$ cat src/rtl/core/cfs_pkg.sv
// Shared types and constants of the delimited-text field splitter.
package cfs_pkg;

   localparam int unsigned CHAR_WIDTH = 8;
   localparam int unsigned ERR_WIDTH  = 2;

   localparam logic [CHAR_WIDTH-1:0] SEPARATOR_RESET = 8'd44;
   localparam logic [CHAR_WIDTH-1:0] QUOTE_RESET     = 8'd34;

   typedef logic [CHAR_WIDTH-1:0] char_type;

   typedef enum logic [ERR_WIDTH-1:0] {
      ERR_NONE        = 2'd0,
      ERR_BAD_CLOSE   = 2'd1,
      ERR_OPEN_QUOTE  = 2'd2
   } err_type;

   typedef enum logic {
      CSR_SEPARATOR = 1'b0,
      CSR_QUOTE     = 1'b1
   } csr_index_type;

   typedef enum logic [2:0] {
      PH_START  = 3'd0,
      PH_PLAIN  = 3'd1,
      PH_QUOTED = 3'd2,
      PH_QSEEN  = 3'd3,
      PH_SKIP   = 3'd4
   } phase_type;

   typedef struct packed {
      char_type separator_char;
      char_type quote_char;
   } csr_type;

   typedef struct packed {
      logic     char_valid;
      char_type out_char;
      logic     field_end;
      logic     line_end;
      err_type  error_code;
   } rsp_type;

endpackage

$ cat src/rtl/core/cfs_if.sv
// Stream interfaces for the input beats and the result beats.
interface cfs_req_if;
   logic       valid;
   logic       ready;
   logic       mode;
   logic [7:0] in_byte;

   modport source (output valid, output mode, output in_byte, input ready);
   modport sink   (input valid, input mode, input in_byte, output ready);
endinterface

interface cfs_rsp_if;
   logic       valid;
   logic       ready;
   logic       char_valid;
   logic [7:0] out_char;
   logic       field_end;
   logic       line_end;
   logic [1:0] error_code;

   modport source (output valid, output char_valid, output out_char, output field_end,
                   output line_end, output error_code, input ready);
   modport sink   (input valid, input char_valid, input out_char, input field_end,
                   input line_end, input error_code, output ready);
endinterface

$ cat src/rtl/core/cfs_csr.sv
// Separator and quote configuration registers.
module cfs_csr (
   input  logic            clock,
   input  logic            reset,
   input  logic            csr_write_en,
   input  logic            csr_index,
   input  logic [7:0]      csr_write_data,
   output cfs_pkg::csr_type cfg
);
   import cfs_pkg::*;

   csr_type cfg_ff;
   csr_type cfg_in;

   always_comb begin
      cfg_in = cfg_ff;
      if (csr_write_en) begin
         case (csr_index_type'(csr_index))
            CSR_SEPARATOR: cfg_in.separator_char = csr_write_data;
            CSR_QUOTE:     cfg_in.quote_char     = csr_write_data;
            default:       cfg_in = cfg_ff;
         endcase
      end
   end

   always_ff @(posedge clock) begin
      if (reset) begin
         cfg_ff.separator_char <= SEPARATOR_RESET;
         cfg_ff.quote_char     <= QUOTE_RESET;
      end else begin
         cfg_ff <= cfg_in;
      end
   end

   assign cfg = cfg_ff;
endmodule

$ cat src/rtl/core/cfs_parser.sv
// Field and quote state machine that decides one beat per cycle while beats are accepted.
module cfs_parser (
   input  logic             clock,
   input  logic             reset,
   input  logic             accept,
   input  logic             mode,
   input  logic [7:0]       in_byte,
   input  cfs_pkg::csr_type cfg,
   output cfs_pkg::rsp_type result
);
   import cfs_pkg::*;

   phase_type phase_ff;
   phase_type phase_in;
   logic      field_done_ff;
   logic      field_done_in;
   logic      is_sep;
   logic      is_quote;

   assign is_sep   = (in_byte == cfg.separator_char);
   assign is_quote = (in_byte == cfg.quote_char);

   // Next state.
   always_comb begin
      phase_in      = phase_ff;
      field_done_in = field_done_ff;
      if (accept) begin
         if (mode) begin
            phase_in      = PH_START;
            field_done_in = 1'b0;
         end else begin
            case (phase_ff)
               PH_PLAIN: begin
                  if (is_sep) begin
                     phase_in      = PH_START;
                     field_done_in = 1'b1;
                  end
               end
               PH_QUOTED: begin
                  if (is_quote) begin
                     phase_in = PH_QSEEN;
                  end
               end
               PH_QSEEN: begin
                  if (is_quote) begin
                     phase_in = PH_QUOTED;
                  end else if (is_sep) begin
                     phase_in      = PH_START;
                     field_done_in = 1'b1;
                  end else begin
                     phase_in = PH_SKIP;
                  end
               end
               PH_SKIP: phase_in = PH_SKIP;
               default: begin
                  if (is_quote) begin
                     phase_in = PH_QUOTED;
                  end else if (is_sep) begin
                     phase_in      = PH_START;
                     field_done_in = 1'b1;
                  end else begin
                     phase_in = PH_PLAIN;
                  end
               end
            endcase
         end
      end
   end

   // Result of the current beat.
   always_comb begin
      result            = '0;
      result.error_code = ERR_NONE;
      if (mode) begin
         result.line_end = 1'b1;
         case (phase_ff)
            PH_PLAIN, PH_QSEEN: result.field_end  = 1'b1;
            PH_QUOTED:          result.error_code = ERR_OPEN_QUOTE;
            PH_SKIP:            result.error_code = ERR_BAD_CLOSE;
            default:            result.field_end  = ~field_done_ff;
         endcase
      end else begin
         case (phase_ff)
            PH_PLAIN: begin
               if (is_sep) begin
                  result.field_end = 1'b1;
               end else begin
                  result.char_valid = 1'b1;
                  result.out_char   = in_byte;
               end
            end
            PH_QUOTED: begin
               if (!is_quote) begin
                  result.char_valid = 1'b1;
                  result.out_char   = in_byte;
               end
            end
            PH_QSEEN: begin
               if (is_quote) begin
                  result.char_valid = 1'b1;
                  result.out_char   = in_byte;
               end else if (is_sep) begin
                  result.field_end = 1'b1;
               end else begin
                  result.error_code = ERR_BAD_CLOSE;
               end
            end
            PH_SKIP: result = '0;
            default: begin
               if (is_sep && !is_quote) begin
                  result.field_end = 1'b1;
               end else if (!is_quote) begin
                  result.char_valid = 1'b1;
                  result.out_char   = in_byte;
               end
            end
         endcase
      end
   end

   always_ff @(posedge clock) begin
      if (reset) begin
         phase_ff      <= PH_START;
         field_done_ff <= 1'b0;
      end else begin
         phase_ff      <= phase_in;
         field_done_ff <= field_done_in;
      end
   end
endmodule

$ cat src/rtl/core/cfs_rsp_stage.sv
// Result register that holds one beat until the sink takes it.
module cfs_rsp_stage (
   input  logic             clock,
   input  logic             reset,
   input  logic             req_valid,
   output logic             req_ready,
   input  cfs_pkg::rsp_type result,
   output logic             rsp_valid,
   input  logic             rsp_ready,
   output cfs_pkg::rsp_type rsp_data
);
   import cfs_pkg::*;

   logic    valid_ff;
   logic    valid_in;
   rsp_type data_ff;
   logic    load;

   assign req_ready = ~valid_ff | rsp_ready;
   assign load      = req_valid & req_ready;

   always_comb begin
      valid_in = valid_ff;
      if (load) begin
         valid_in = 1'b1;
      end else if (rsp_ready) begin
         valid_in = 1'b0;
      end
   end

   always_ff @(posedge clock) begin
      if (reset) begin
         valid_ff <= 1'b0;
      end else begin
         valid_ff <= valid_in;
      end
   end

   always_ff @(posedge clock) begin
      if (load) begin
         data_ff <= result;
      end
   end

   assign rsp_valid = valid_ff;
   assign rsp_data  = data_ff;
endmodule

$ cat src/rtl/core/csv_field_splitter_unit.sv
// Top level of the delimited-text field splitter.
//
//   Channel   Direction  Payload
//   req_bus   in         mode, in_byte
//   rsp_bus   out        char_valid, out_char, field_end, line_end, error_code
//   csr_*     in         write enable, register index, write data
//
// A new beat is accepted in every cycle unless a stalled result waits in the result
// register, and its result appears there in the cycle after it is accepted. Reset is
// synchronous and returns the phase to field start and the configuration to its
// defaults. A stalled result holds in the result register, and a new beat is still
// accepted in the cycle the waiting result is taken.
module csv_field_splitter_unit (
   input  logic       clock,
   input  logic       reset,
   cfs_req_if.sink    req_bus,
   cfs_rsp_if.source  rsp_bus,
   input  logic       csr_write_en,
   input  logic       csr_index,
   input  logic [7:0] csr_write_data
);
   import cfs_pkg::*;

   csr_type cfg;
   rsp_type result;
   rsp_type rsp_data;
   logic    req_ready;
   logic    accept;

   assign accept        = req_bus.valid & req_ready;
   assign req_bus.ready = req_ready;

   cfs_csr u_csr (
      .clock          (clock),
      .reset          (reset),
      .csr_write_en   (csr_write_en),
      .csr_index      (csr_index),
      .csr_write_data (csr_write_data),
      .cfg            (cfg)
   );

   cfs_parser u_parser (
      .clock   (clock),
      .reset   (reset),
      .accept  (accept),
      .mode    (req_bus.mode),
      .in_byte (req_bus.in_byte),
      .cfg     (cfg),
      .result  (result)
   );

   cfs_rsp_stage u_rsp_stage (
      .clock     (clock),
      .reset     (reset),
      .req_valid (req_bus.valid),
      .req_ready (req_ready),
      .result    (result),
      .rsp_valid (rsp_bus.valid),
      .rsp_ready (rsp_bus.ready),
      .rsp_data  (rsp_data)
   );

   assign rsp_bus.char_valid = rsp_data.char_valid;
   assign rsp_bus.out_char   = rsp_data.out_char;
   assign rsp_bus.field_end  = rsp_data.field_end;
   assign rsp_bus.line_end   = rsp_data.line_end;
   assign rsp_bus.error_code = rsp_data.error_code;
endmodule

$ cat src/flat_wrapper.sv
// flat-port wrapper written by rule: the top's interface ports become plain ports
module csv_field_splitter_unit_flat import cfs_pkg::*;
  (clock, reset, csr_write_en, csr_index, csr_write_data, req_bus_valid, req_bus_mode, req_bus_in_byte, req_bus_ready, rsp_bus_valid, rsp_bus_char_valid, rsp_bus_out_char, rsp_bus_field_end, rsp_bus_line_end, rsp_bus_error_code, rsp_bus_ready);
  cfs_req_if req_bus_i ();
  cfs_rsp_if rsp_bus_i ();
  input  logic clock;
  input  logic reset;
  input  logic csr_write_en;
  input  logic csr_index;
  input  logic [7:0] csr_write_data;
  input wire logic [$bits(req_bus_i.valid)-1:0] req_bus_valid;
  input wire logic [$bits(req_bus_i.mode)-1:0] req_bus_mode;
  input wire logic [$bits(req_bus_i.in_byte)-1:0] req_bus_in_byte;
  output wire logic [$bits(req_bus_i.ready)-1:0] req_bus_ready;
  output wire logic [$bits(rsp_bus_i.valid)-1:0] rsp_bus_valid;
  output wire logic [$bits(rsp_bus_i.char_valid)-1:0] rsp_bus_char_valid;
  output wire logic [$bits(rsp_bus_i.out_char)-1:0] rsp_bus_out_char;
  output wire logic [$bits(rsp_bus_i.field_end)-1:0] rsp_bus_field_end;
  output wire logic [$bits(rsp_bus_i.line_end)-1:0] rsp_bus_line_end;
  output wire logic [$bits(rsp_bus_i.error_code)-1:0] rsp_bus_error_code;
  input wire logic [$bits(rsp_bus_i.ready)-1:0] rsp_bus_ready;
  assign req_bus_i.valid = req_bus_valid;
  assign req_bus_i.mode = req_bus_mode;
  assign req_bus_i.in_byte = req_bus_in_byte;
  assign req_bus_ready = req_bus_i.ready;
  assign rsp_bus_valid = rsp_bus_i.valid;
  assign rsp_bus_char_valid = rsp_bus_i.char_valid;
  assign rsp_bus_out_char = rsp_bus_i.out_char;
  assign rsp_bus_field_end = rsp_bus_i.field_end;
  assign rsp_bus_line_end = rsp_bus_i.line_end;
  assign rsp_bus_error_code = rsp_bus_i.error_code;
  assign rsp_bus_i.ready = rsp_bus_ready;
  csv_field_splitter_unit u_core (.clock(clock), .reset(reset), .req_bus(req_bus_i), .rsp_bus(rsp_bus_i), .csr_write_en(csr_write_en), .csr_index(csr_index), .csr_write_data(csr_write_data));
endmodule
$ cat config.mk
export PLATFORM = sky130hd
export DESIGN_NAME = csv_field_splitter_unit_flat
export DESIGN_NICKNAME = d
export VERILOG_FILES = /design/src/rtl/core/cfs_pkg.sv /design/src/rtl/core/cfs_if.sv /design/src/rtl/core/cfs_csr.sv /design/src/rtl/core/cfs_parser.sv /design/src/rtl/core/cfs_rsp_stage.sv /design/src/rtl/core/csv_field_splitter_unit.sv /design/src/flat_wrapper.sv
export SDC_FILE = /design/constraint.sdc
export NUM_CORES = 1
export LEC_CHECK = 0
export ABC_AREA = 1
export BUFFER_PORTS_ARGS = -buffer_cell sky130_fd_sc_hd__buf_4
export CAP_MARGIN = 30
export CORE_MARGIN = 3
export CORE_UTILIZATION = 50
export DETAILED_ROUTE_END_ITERATION = 10
export GPL_ROUTABILITY_DRIVEN = 0
export PLACE_DENSITY = 0.72
export SYNTH_ARGS = -nofsm -noshare
export SYNTH_HDL_FRONTEND = slang
export SYNTH_HIERARCHICAL = 1
export SYNTH_SLANG_ARGS = --single-unit
$ cat constraint.sdc
create_clock -name clock -period 2.8 [get_ports clock]
set_clock_uncertainty 0.1 [all_clocks]
set_input_delay 0.56 -clock clock [delete_from_list [all_inputs] [get_ports clock]]
set_output_delay 0.56 -clock clock [all_outputs]
set_load 0.1 [all_outputs]
==> results.toml <==
[clocking]
clk_latency_ns = 0.34
cts_root_buf = "clkbuf_4"
cts_setup_buffers = 0
numCtsBuffers = 5
ctsHoldBuffers = 0
cts_sinks = 34
clockBufferDepth = 2
cts.clk_slew.worst_paths_ns = 0.11
cts_tree = "built"
htreeDepth = 2
ctsResizeCount = 0

[worst_setup_path]
path_max_fanout = 3
cp_data_required_time_ns = 2.14
rr_worst_depth = 10
worstSetupStartpointType = "flop"
endpoint_kind = "output port"
worstPathArrival_ns = 1.06
path_class = "flop to output port"

[cells_and_area]
n_fill_cell = 307
diodes = 0
area_delta_synth_final_pct = 22.5
layout.nets = 307
layout-drive-gt1-share_pct = 29.8
multiInputGateArea_um2 = 801
regArea_um2 = 811

[timing]
finalHoldViolCount = 0
final-setup-viol-count = 0
drv_slew = 0
relSlewSlack_pct = 71.2
period_needed_ns = 1.72
worst_pin_slew_ns = 0.432
rsz0062_at_grt = "no"
finalCritPeriodShare_pct = 61.4
setup_ws_ns = 1.08
fin_tns_setup_ns = 0
clock.fmax_mhz = 581

[logic_synthesis]
synth_edf_count = 13
async_flop_share_pct = 0
synth_nets = 265
ys_seq_area_share_pct = 45.2
yosys.cell_count.top_type = "nand2_1"
synth_top_cell_area_share_pct = 23.4
yosys_register_bits = 34
ys_top_cells_by_count = "60 x nand2_1, 31 x nor2_1, 28 x inv_1"
ys_types = 25
syn-instance-count = 242
yosys-top-cells-area = "dfxtp_1 23%, edfxtp_1 22%, nand2_1 13%"
synthFlopType = "dfxtp_1"
synth.yosys.warnings = 6
synth_largest_area_cell = "dfxtp_1"
syn-cell-area_mm2 = 0.00179
syn_avg_cell_area_um2 = 7.41

[pwr]
p_sw_w = 0.000416
sw_frac_of_total_pct = 33.2
total_power_w = 0.00125
p_clk_share_pct = 28.4
ir_drop_v = 0.000274
p_leak_nw = 1.07
p_comb_share_pct = 26.1
powerDensity_mw_per_mm2 = 570
intPower_w = 0.000837
seqPwrFrac_pct = 45.5

[route]
num_vias = 1523
wl_um = 3290
drt-initial-drc-count = 59
drc = 0
wl_per_cell_um = 9.93
drtPass1Iterations = 4
postRouteAntennaNets = 0
vias_per_cell = 4.60

[grt]
grt-ovfl-total = 0
grt_pass1_vias = 1328
grt_pass1_wl_um = 5550
antenna_found_initial = 0
gr-usage-all-layers_pct = 16.9
grt_max_degree = 17

[floorplanning]
design.core.area_mm2 = 0.00339
fp.dieH_um = 65.9
io-pin-count = 38
start_util_pct = 52.9
fp.dieW_um = 65.9
die_area_mm2 = 0.00434
num_rows = 21

[hold_path]
hp-class = "primary input to flop"
hold_depth = 2

[placement]
post-place-ws_ns = 0.767
port_buffers = 37
dp_hpwl_um = 2650

[run_status]
status = "complete, no violations"

[run]
cap_violations = 0
==> routing by layer <==
metal	GRT usage (%)	up-vias	routed length, um
li1	-	828	-
met1	21.1	646	1570
met2	26.3	42	1460
met3	4.59	7	184
met4	9.07	0	73
met5	0	-	0
==> cell families after synthesis <==
| logic type | count (synthesis) | share of synthesized area [%] |
|---|---|---|
| flip-flops | 34 | 45.2 |
| AO/OA/AOI/OAI | 17 | 5.23 |
| XOR/XNOR | 8 | 3.91 |
| AND/OR/NAND/NOR | 137 | 35.5 |
| buffers and inverters | 46 | 10.2 |
==> cell type report <==
cell class                      instances  area share, %
Clock inverter                          3           1.94
Tap cell                               46           2.62
Clock buffer                            5           1.71
Inverter                               43           7.40
Timing Repair Buffer                   38           13.0
Multi-Input combinational cell        162           36.4
Sequential cell                        34           36.9
==> worst max-delay path, stage by stage (launching register included) <==
cell,delay (ns)
dfxtp_1,0.35
nand2_2,0.09
buf_4,0.29
==> cell usage in the layout (no fill, tap or decap), types with 5 or more instances in the layout <==
cell / count
nand2_1: 60
buf_4: 38
nor2_1: 31
inv_1: 28
dfxtp_1: 21
nand3_1: 20
inv_2: 13
nor2_2: 13
edfxtp_1: 13
o21ai_0: 8
xnor2_1: 8
a21oi_1: 6
clkbuf_4: 5
nand2_2: 5
==> state kept, by name (all words and copies together), names as in the netlist <==
name and cells:
u_core/u_csr/cfg 16, u_core/u_rsp_stage/rsp_valid 1, u_core/u_parser/phase_ff 3, u_core/u_rsp_stage/rsp_data 13, u_core/u_parser/field_done_ff 1
==> power by group through the flow <==
stage	combinational [W]	sequential, W	clock (W)
after floorplan	0.000139	0.000689	0
after global placement	0.000325	0.000581	0
after detailed placement	0.000328	0.000582	0
after CTS	0.000328	0.000570	0.000366
after global routing	0.000356	0.000573	0.000391
final	0.000327	0.000570	0.000356
==> path summary, 6_finish.rpt <==
kind	startpoint	end	slack, ns
worst max-delay path	u_core/u_rsp_stage/rsp_valid	req_bus_ready	1.08
worst min-delay path	reset	u_core/u_rsp_stage/rsp_valid	0.30
worst max register to register	u_core/u_csr/cfg[1]	u_core/u_rsp_stage/rsp_data[10]	1.10
worst min register to register	u_core/u_parser/field_done_ff	u_core/u_parser/field_done_ff	0.36
==> through the flow <==
stage	hold WS [ns]	area, um^2	utilization [%]	instances
after CTS	0.282	2200	64.8	331
after global placement	0.340	2120	62.5	323
after floorplan	0.328	1790	-	242
final	0.296	2200	64.8	331
after global routing	0.276	2200	64.8	331
after detailed placement	0.347	2120	62.5	323
Note: power is estimated with default switching activity, not from simulation.
